<file path="config.mk">
export PLATFORM = sky130hd
export DESIGN_NAME = dxt_block_decode_unit
export DESIGN_NICKNAME = d
export VERILOG_FILES = /design/src/sv/dxt_bd_pkg.sv /design/src/sv/dxt_block_decode_unit.sv
export SDC_FILE = /design/constraint.sdc
export NUM_CORES = 2
export LEC_CHECK = 0
export BUFFER_PORTS_ARGS = -buffer_cell sky130_fd_sc_hd__buf_4
export CAP_MARGIN = 30
export CORE_ASPECT_RATIO = 0.75
export CORE_MARGIN = 1.5
export CORE_UTILIZATION = 45
export CTS_BUF_LIST = sky130_fd_sc_hd__clkbuf_4
export DETAILED_ROUTE_END_ITERATION = 7
export GPL_ROUTABILITY_DRIVEN = 0
export PLACE_DENSITY = 0.67
export SLEW_MARGIN = 10
export SYNTH_ARGS = -nofsm -noshare
export SYNTH_HDL_FRONTEND = slang
export SYNTH_SLANG_ARGS = --single-unit
</file>
<file path="constraint.sdc">
create_clock -name clk_i -period 24.2 [get_ports clk_i]
set_input_delay 4.84 -clock clk_i [delete_from_list [all_inputs] [get_ports clk_i]]
set_output_delay 4.84 -clock clk_i [all_outputs]
set_load 0.03 [all_outputs]
</file>
<file path="src/sv/dxt_bd_pkg.sv">
`timescale 1ns / 1ps
// ----------------------------------------------------------------------------
// dxt_bd_pkg
// Shared types, constants and arithmetic helpers of the dxt block decoder.
// ----------------------------------------------------------------------------
package dxt_bd_pkg;

  // block format codes
  localparam logic [1:0] FMT_DXT1 = 2'd0;
  localparam logic [1:0] FMT_DXT3 = 2'd1;
  localparam logic [1:0] FMT_DXT5 = 2'd2;

  localparam int unsigned TexelsPerBlock = 16;
  localparam int unsigned CntW           = $clog2(TexelsPerBlock);

  typedef enum logic [1:0] {
    AM_DIRECT = 2'd0,
    AM_DIV5   = 2'd1,
    AM_DIV7   = 2'd2
  } alpha_mode_e;

  typedef logic [31:0][7:0] exp5_tbl_t;
  typedef logic [63:0][7:0] exp6_tbl_t;

  // c * 255 / (2^n - 1), floored, worked out at elaboration
  function automatic exp5_tbl_t build_exp5();
    exp5_tbl_t t;
    for (int i = 0; i < 32; i++) begin
      t[i] = 8'(i * 255 / 31);
    end
    return t;
  endfunction

  function automatic exp6_tbl_t build_exp6();
    exp6_tbl_t t;
    for (int i = 0; i < 64; i++) begin
      t[i] = 8'(i * 255 / 63);
    end
    return t;
  endfunction

  localparam exp5_tbl_t Exp5 = build_exp5();
  localparam exp6_tbl_t Exp6 = build_exp6();

  typedef struct packed {
    logic [7:0] r;
    logic [7:0] g;
    logic [7:0] b;
  } rgb_t;

  // floor division by small constants through reciprocal multiplication
  function automatic logic [7:0] div3(input logic [9:0] x);
    logic [19:0] p;
    p = 20'(x) * 20'd683;
    return p[18:11];
  endfunction

  function automatic logic [7:0] div5(input logic [10:0] x);
    logic [23:0] p;
    p = 24'(x) * 24'd1639;
    return p[20:13];
  endfunction

  function automatic logic [7:0] div7(input logic [10:0] x);
    logic [24:0] p;
    p = 25'(x) * 25'd2341;
    return p[21:14];
  endfunction

endpackage

</file>
<file path="src/sv/dxt_block_decode_unit.sv">
`timescale 1ns / 1ps
// ----------------------------------------------------------------------------
// dxt_block_decode_unit
// Decodes one DXT1/DXT3/DXT5 4x4 block per beat into sixteen ABGR8888 texels.
// ----------------------------------------------------------------------------
// a block beat is held in the block register; its first texel then passes the s1, s2 and output registers to m_axis
// one texel per cycle while m_axis is not stalled; the next block
//   is taken while the last texel of the current one is issued, so no bubbles
// three register stages after the issue counter: endpoint expand, weighted
//   sums, constant division and palette select
// reset clears all valid bits, the texel counter and sets the format to DXT1
module dxt_block_decode_unit (
  input  logic         clk_i,
  input  logic         rst_ni,
  input  logic         cfg_valid_i,
  output logic         cfg_ready_o,
  input  logic [1:0]   cfg_data_i,     // block_format
  input  logic         s_axis_tvalid,
  output logic         s_axis_tready,
  input  logic [127:0] s_axis_tdata,   // color_part[63:0], alpha_part[127:64]
  output logic         m_axis_tvalid,
  input  logic         m_axis_tready,
  output logic [39:0]  m_axis_tdata,   // texel_color[31:0], texel_row[33:32],
                                       // texel_column[35:34], zero[39:36]
  output logic         m_axis_tlast    // last_texel
);

  localparam int unsigned CntW = dxt_bd_pkg::CntW;
  localparam logic [CntW-1:0] CntLast = CntW'(dxt_bd_pkg::TexelsPerBlock - 1);

  typedef struct packed {
    dxt_bd_pkg::rgb_t c0;
    dxt_bd_pkg::rgb_t c1;
    logic [1:0]       sel;
    logic [1:0]       fmt;
    logic             three;
    logic [3:0]       nib;
    logic [2:0]       code;
    logic [7:0]       a0;
    logic [7:0]       a1;
    logic [CntW-1:0]  idx;
  } s1_t;

  typedef struct packed {
    dxt_bd_pkg::rgb_t        c0;
    dxt_bd_pkg::rgb_t        c1;
    logic [2:0][8:0]         sum2;
    logic [2:0][9:0]         sum_a;
    logic [2:0][9:0]         sum_b;
    logic [1:0]              sel;
    logic                    three;
    dxt_bd_pkg::alpha_mode_e amode;
    logic [7:0]              adir;
    logic [10:0]             anum;
    logic [CntW-1:0]         idx;
  } s2_t;

  // configuration register
  logic [1:0] fmt_q;
  assign cfg_ready_o = 1'b1;

  always_ff @(posedge clk_i or negedge rst_ni) begin
    if (!rst_ni) begin
      fmt_q <= dxt_bd_pkg::FMT_DXT1;
    end else if (cfg_valid_i) begin
      fmt_q <= cfg_data_i;
    end
  end

  // pipeline advance: the whole pipe moves unless the output beat is stalled
  logic en;
  logic v1_q, v2_q, v3_q;
  assign en = !v3_q || m_axis_tready;

  // block holding register and texel counter
  logic            blk_valid_q;
  logic [63:0]     blk_color_q;
  logic [63:0]     blk_alpha_q;
  logic [1:0]      blk_fmt_q;
  logic [CntW-1:0] cnt_q;
  logic            issue;
  logic            s_acc;

  assign issue         = blk_valid_q && en;
  assign s_axis_tready = !blk_valid_q || (en && cnt_q == CntLast);
  assign s_acc         = s_axis_tvalid && s_axis_tready;

  always_ff @(posedge clk_i or negedge rst_ni) begin
    if (!rst_ni) begin
      blk_valid_q <= 1'b0;
      cnt_q       <= '0;
    end else begin
      if (s_acc) begin
        blk_valid_q <= 1'b1;
      end else if (issue && cnt_q == CntLast) begin
        blk_valid_q <= 1'b0;
      end
      if (issue) begin
        cnt_q <= cnt_q + 1'b1;
      end
    end
  end

  always_ff @(posedge clk_i) begin
    if (s_acc) begin
      blk_color_q <= s_axis_tdata[63:0];
      blk_alpha_q <= s_axis_tdata[127:64];
      blk_fmt_q   <= fmt_q;
    end
  end

  // issue: endpoint expansion and per-texel field extraction
  s1_t         s1_d, s1_q;
  logic [15:0] e0, e1;

  always_comb begin
    e0        = blk_color_q[47:32];
    e1        = blk_color_q[63:48];
    s1_d.c0.r = dxt_bd_pkg::Exp5[e0[15:11]];
    s1_d.c0.g = dxt_bd_pkg::Exp6[e0[10:5]];
    s1_d.c0.b = dxt_bd_pkg::Exp5[e0[4:0]];
    s1_d.c1.r = dxt_bd_pkg::Exp5[e1[15:11]];
    s1_d.c1.g = dxt_bd_pkg::Exp6[e1[10:5]];
    s1_d.c1.b = dxt_bd_pkg::Exp5[e1[4:0]];
    s1_d.sel   = blk_color_q[{1'b0, cnt_q, 1'b0} +: 2];
    s1_d.fmt   = blk_fmt_q;
    s1_d.three = (blk_fmt_q == dxt_bd_pkg::FMT_DXT1) && (e0 <= e1);
    s1_d.nib   = blk_alpha_q[{cnt_q, 2'b00} +: 4];
    s1_d.code  = blk_alpha_q[6'(cnt_q) * 6'd3 +: 3];
    s1_d.a0    = blk_alpha_q[55:48];
    s1_d.a1    = blk_alpha_q[63:56];
    s1_d.idx   = cnt_q;
  end

  // stage 2: channel sums and alpha numerator
  s2_t        s2_d, s2_q;
  logic [2:0] w0, w1;

  always_comb begin
    s2_d.c0    = s1_q.c0;
    s2_d.c1    = s1_q.c1;
    s2_d.sel   = s1_q.sel;
    s2_d.three = s1_q.three;
    s2_d.idx   = s1_q.idx;
    s2_d.sum2[0]  = 9'(s1_q.c0.r) + 9'(s1_q.c1.r);
    s2_d.sum2[1]  = 9'(s1_q.c0.g) + 9'(s1_q.c1.g);
    s2_d.sum2[2]  = 9'(s1_q.c0.b) + 9'(s1_q.c1.b);
    s2_d.sum_a[0] = {1'b0, s1_q.c0.r, 1'b0} + 10'(s1_q.c1.r);
    s2_d.sum_a[1] = {1'b0, s1_q.c0.g, 1'b0} + 10'(s1_q.c1.g);
    s2_d.sum_a[2] = {1'b0, s1_q.c0.b, 1'b0} + 10'(s1_q.c1.b);
    s2_d.sum_b[0] = 10'(s1_q.c0.r) + {1'b0, s1_q.c1.r, 1'b0};
    s2_d.sum_b[1] = 10'(s1_q.c0.g) + {1'b0, s1_q.c1.g, 1'b0};
    s2_d.sum_b[2] = 10'(s1_q.c0.b) + {1'b0, s1_q.c1.b, 1'b0};

    w1 = s1_q.code - 3'd1;
    if (s1_q.a0 > s1_q.a1) begin
      w0 = 3'(4'd8 - {1'b0, s1_q.code});
    end else begin
      w0 = 3'd6 - s1_q.code;
    end
    s2_d.anum = 11'(w0) * 11'(s1_q.a0) + 11'(w1) * 11'(s1_q.a1);

    s2_d.amode = dxt_bd_pkg::AM_DIRECT;
    s2_d.adir  = 8'd255;
    priority if (s1_q.fmt == dxt_bd_pkg::FMT_DXT1) begin
      // transparent black for index 3 of a three-colour block
      s2_d.adir = (s1_q.three && s1_q.sel == 2'd3) ? 8'd0 : 8'd255;
    end else if (s1_q.fmt == dxt_bd_pkg::FMT_DXT3) begin
      s2_d.adir = {s1_q.nib, s1_q.nib};
    end else if (s1_q.code == 3'd0) begin
      s2_d.adir = s1_q.a0;
    end else if (s1_q.code == 3'd1) begin
      s2_d.adir = s1_q.a1;
    end else if (s1_q.a0 > s1_q.a1) begin
      s2_d.amode = dxt_bd_pkg::AM_DIV7;
    end else if (s1_q.code < 3'd6) begin
      s2_d.amode = dxt_bd_pkg::AM_DIV5;
    end else begin
      s2_d.adir = (s1_q.code == 3'd6) ? 8'd0 : 8'd255;
    end
  end

  // stage 3: constant division, palette select, output register
  logic [31:0]     color_d, color_q;
  logic [CntW-1:0] idx3_q;
  logic [7:0]      ch0 [3];
  logic [7:0]      ch1 [3];
  logic [7:0]      chv [3];
  logic [7:0]      alpha;

  always_comb begin
    ch0[0] = s2_q.c0.r;
    ch0[1] = s2_q.c0.g;
    ch0[2] = s2_q.c0.b;
    ch1[0] = s2_q.c1.r;
    ch1[1] = s2_q.c1.g;
    ch1[2] = s2_q.c1.b;
    for (int k = 0; k < 3; k++) begin
      unique case (s2_q.sel)
        2'd0:    chv[k] = ch0[k];
        2'd1:    chv[k] = ch1[k];
        2'd2:    chv[k] = s2_q.three ? s2_q.sum2[k][8:1]
                                     : dxt_bd_pkg::div3(s2_q.sum_a[k]);
        default: chv[k] = s2_q.three ? 8'd0 : dxt_bd_pkg::div3(s2_q.sum_b[k]);
      endcase
    end
    unique case (s2_q.amode)
      dxt_bd_pkg::AM_DIV5: alpha = dxt_bd_pkg::div5(s2_q.anum);
      dxt_bd_pkg::AM_DIV7: alpha = dxt_bd_pkg::div7(s2_q.anum);
      default:             alpha = s2_q.adir;
    endcase
    color_d = {alpha, chv[2], chv[1], chv[0]};
  end

  always_ff @(posedge clk_i or negedge rst_ni) begin
    if (!rst_ni) begin
      v1_q <= 1'b0;
      v2_q <= 1'b0;
      v3_q <= 1'b0;
    end else if (en) begin
      v1_q <= issue;
      v2_q <= v1_q;
      v3_q <= v2_q;
    end
  end

  always_ff @(posedge clk_i) begin
    if (en) begin
      s1_q    <= s1_d;
      s2_q    <= s2_d;
      color_q <= color_d;
      idx3_q  <= s2_q.idx;
    end
  end

  assign m_axis_tvalid = v3_q;
  assign m_axis_tdata  = {4'd0, idx3_q[1:0], idx3_q[3:2], color_q};
  assign m_axis_tlast  = (idx3_q == CntLast);

  // a new block only enters when the previous one has issued its last texel
  a_accept_slot: assert property (@(posedge clk_i) disable iff (!rst_ni)
    s_axis_tvalid && s_axis_tready |-> !blk_valid_q || cnt_q == CntLast)
    else $error("block accepted while texels still pending");

  a_accept_start: assert property (@(posedge clk_i) disable iff (!rst_ni)
    s_axis_tvalid && s_axis_tready |=> blk_valid_q && cnt_q == '0)
    else $error("accepted block does not start at texel zero");

  a_stall_cnt: assert property (@(posedge clk_i) disable iff (!rst_ni)
    !en && !s_acc |=> $stable(cnt_q) && $stable(blk_valid_q))
    else $error("texel counter moved during a stall");

  a_last_pos: assert property (@(posedge clk_i) disable iff (!rst_ni)
    m_axis_tvalid && m_axis_tlast |-> m_axis_tdata[35:32] == 4'hF)
    else $error("last beat is not the bottom-right texel");

endmodule
</file>
==> results_dict.tcl <==
set metrics [dict create \
    antenna_found_initial 4 \
    syn_area_per_cell_um2 12.1 \
    crit_required_ns 19.36 \
    die_w_um 314 \
    cts_repair_resize_count 0 \
    met2_length_um 31800 \
    drc 0 \
    ys_seq_elements 410 \
    ys_seq_area_share_pct 37.5 \
    grt_max_degree 80 \
    tns_ns 0 \
    status "finished, final reports clean" \
    cts_tree "done" \
    grt_overflow_total 0 \
    post-cts-setup-buffers 0 \
    post-route-period-util_pct 44.8 \
    cp_slowest_cell "nand2b_4" \
    hold_path_depth 0 \
    worst-r2r-cell-count 25 \
    drt_first_pass_iters 5 \
    ant_nets 0 \
    totalWireLength_um 72000 \
    multi_input_area_mm2 0.0183 \
    async_flop_share_pct 2.44 \
    min_path_type "register to register" \
    layout_min_cycle_time_ns 10.84 \
    clock_skew_ns 0.0676 \
    dr.max_layer_used "met4" \
    rsz0062_at_grt "false" \
    wl_met1_um 34200 \
    drv_cap 0 \
    slew_violations 0 \
    cp_max_fo 40 \
    synth_top_flop_cell "edfxtp_1" \
    insertion_delay_ns 0.89 \
    final_nets 3890 \
    area_growth_pct 12.1 \
    core_mm2 0.0718 \
    crit_top_cell "buf_4" \
    cts_hold_buf 0 \
    grt_pass1_wl_um 116000 \
    hpwl_um 58300 \
    finalSetupViolations 0 \
    numPortBuffers 173 \
    vias 20800 \
    drtIter0Drc 1140 \
    clockBufferDepth 3 \
    initial_core_util_pct 45.5 \
    synth_cells 2691 \
    seqCellArea_mm2 0.0123 \
    max_slew_margin_pct 37.5 \
    cts_made_buffers 107 \
    endpoint_kind "output port" \
    cts_root_buf "clkbuf_4" \
    wl_met3_um 4740 \
    num_rows 85 \
    syn_area_mm2 0.0327 \
    crit_chain "buf_4 -> nand2b_4 -> nand4_1 -> nand2_1 -> buf_4" \
    cp.depth 5 \
    synth-edff-count 400 \
    wl_per_cell_um 18.0 \
    dieArea_mm2 0.0743 \
    clk_pin_slew_ns 0.07 \
    ios 179 \
    die_h_um 236 \
    grt_pass1_vias 22000 \
    cts_num_sinks 410 \
    max_stage_delay_ns 0.47 \
    yosysWarnings 0 \
    hold_viol_final 0 \
    path_class "primary input to output port" \
    ys_types 69 \
    fmax_mhz 92.3 \
    grt_usage_pct 19.8 \
    via_per_inst 5.19 \
    layout-drive-gt1-share_pct 14.1 \
    critPathTopFamily "simple AND/OR/NAND/NOR gates" \
    num-fill-cells 6212 \
    worst_pin_slew_ns 0.937 \
    htreeDepth 3 \
    crit_arrival_ns 6.00 \
    path_buf_inv 2 \
    start_kind "primary input" \
]
## layout make-up
cell class              count  area share (%)
repair buffers            186            3.96
well taps                 957            3.27
clock buffers             159            3.26
multi-input cells        1731            50.1
diodes                      4          0.0273
flip-flops and latches    410            33.5
clock inverters            33           0.628
inverters                 522            5.35
## per-stage QoR
step	setup WS, ns	instance area [um^2]	utilization, %	hold slack [ns]	cells
after CTS	13.33	36600	51.0	0.418	3996
final	13.36	36700	51.1	0.423	4002
after global routing	13.28	36600	51.1	0.429	4001
after floorplan	6.02	32700	-	0.400	2695
after global placement	13.40	35100	48.9	0.406	3801
after detailed placement	13.33	35200	49.0	0.409	3804
## cells by family (layout without fill, tap and decap cells)
kind of cell	after synthesis	after routing	share of synthesized area [%]
mux	75	75	4.05
compound gates	401	401	7.99
other cells	2	10	0.0230
simple gates	305	305	4.67
buf+inv	554	900	6.42
flops	410	410	37.5
xor+xnor	147	147	3.94
fa+ha+maj	797	797	35.4
## registers in the layout, indices dropped and copies added (netlist names), 2 cells and up
signal,flops
ch0,24
s1_q,80
blk_alpha_q,64
blk_color_q,64
s2_q,106
idx3_q,4
color_q,32
cnt_q,4
ch1,24
fmt_q,2
blk_fmt_q,2
## Yosys cell counts (6+ instances only)
master	n	area (um^2)
ha_1	585	7320
inv_1	522	1960
edfxtp_1	400	12000
fa_1	212	4240
a21oi_1	140	701
xnor2_1	108	946
nor2_1	81	304
o21ai_0	66	330
nand2_1	64	240
mux4_2	45	1010
xor2_1	39	342
nand2b_1	37	231
o21bai_1	36	270
a21o_1	35	263
nor2b_1	24	150
and2_1	23	144
mux2i_1	23	230
nor3_1	20	100
clkbuf_1	18	67.6
nand3_1	17	85.1
o21a_1	16	120
a221oi_1	14	123
nand4_1	12	75.1
a221o_1	11	110
o221ai_1	11	96.3
a211oi_1	10	75.1
dfrtp_1	10	250
buf_1	8	30.0
mux2_2	7	78.8
a211o_1	6	52.6
a31o_2	6	52.6
a31oi_1	6	37.5
## path summary, 6_finish.rpt
check	startpoint	end	slack, ns
worst max register to register	s1_q[5]	s2_q[14]	18.34
worst min register to register	s2_q[0]	idx3_q[0]	0.42
max in group asynchronous	rst_ni	cnt_q[0]	20.23
worst min-delay path	s2_q[0]	idx3_q[0]	0.42
worst max-delay path	m_axis_tready	s_axis_tready	13.36
min in group asynchronous	rst_ni	fmt_q[1]	3.81
## cells in the final DEF, fill, tap and decap left out, drive strengths merged, types with 14 or more instances in the layout
master	instances
edfxtp	400
o21a	16
buf	186
a221oi	14
nand2	64
inv	524
nor2	81
o21ai	66
mux2i	23
o21bai	36
nor2b	24
xor2	39
nand2b	37
nand3	17
clkinv	29
and2	24
clkbuf	159
ha	585
fa	212
mux4	45
a21o	35
nor3	20
a21oi	141
xnor2	108
## layer usage
layer | track usage, % | vias to the layer above
li1 | - | 10000
met1 | 28.4 | 10000
met2 | 30.3 | 590
met3 | 4.36 | 109
met4 | 4.96 | 0
met5 | 0 | -
Power is not shown: default switching activity piles up to over one toggle a cycle in this logic, so the estimate is an artifact.
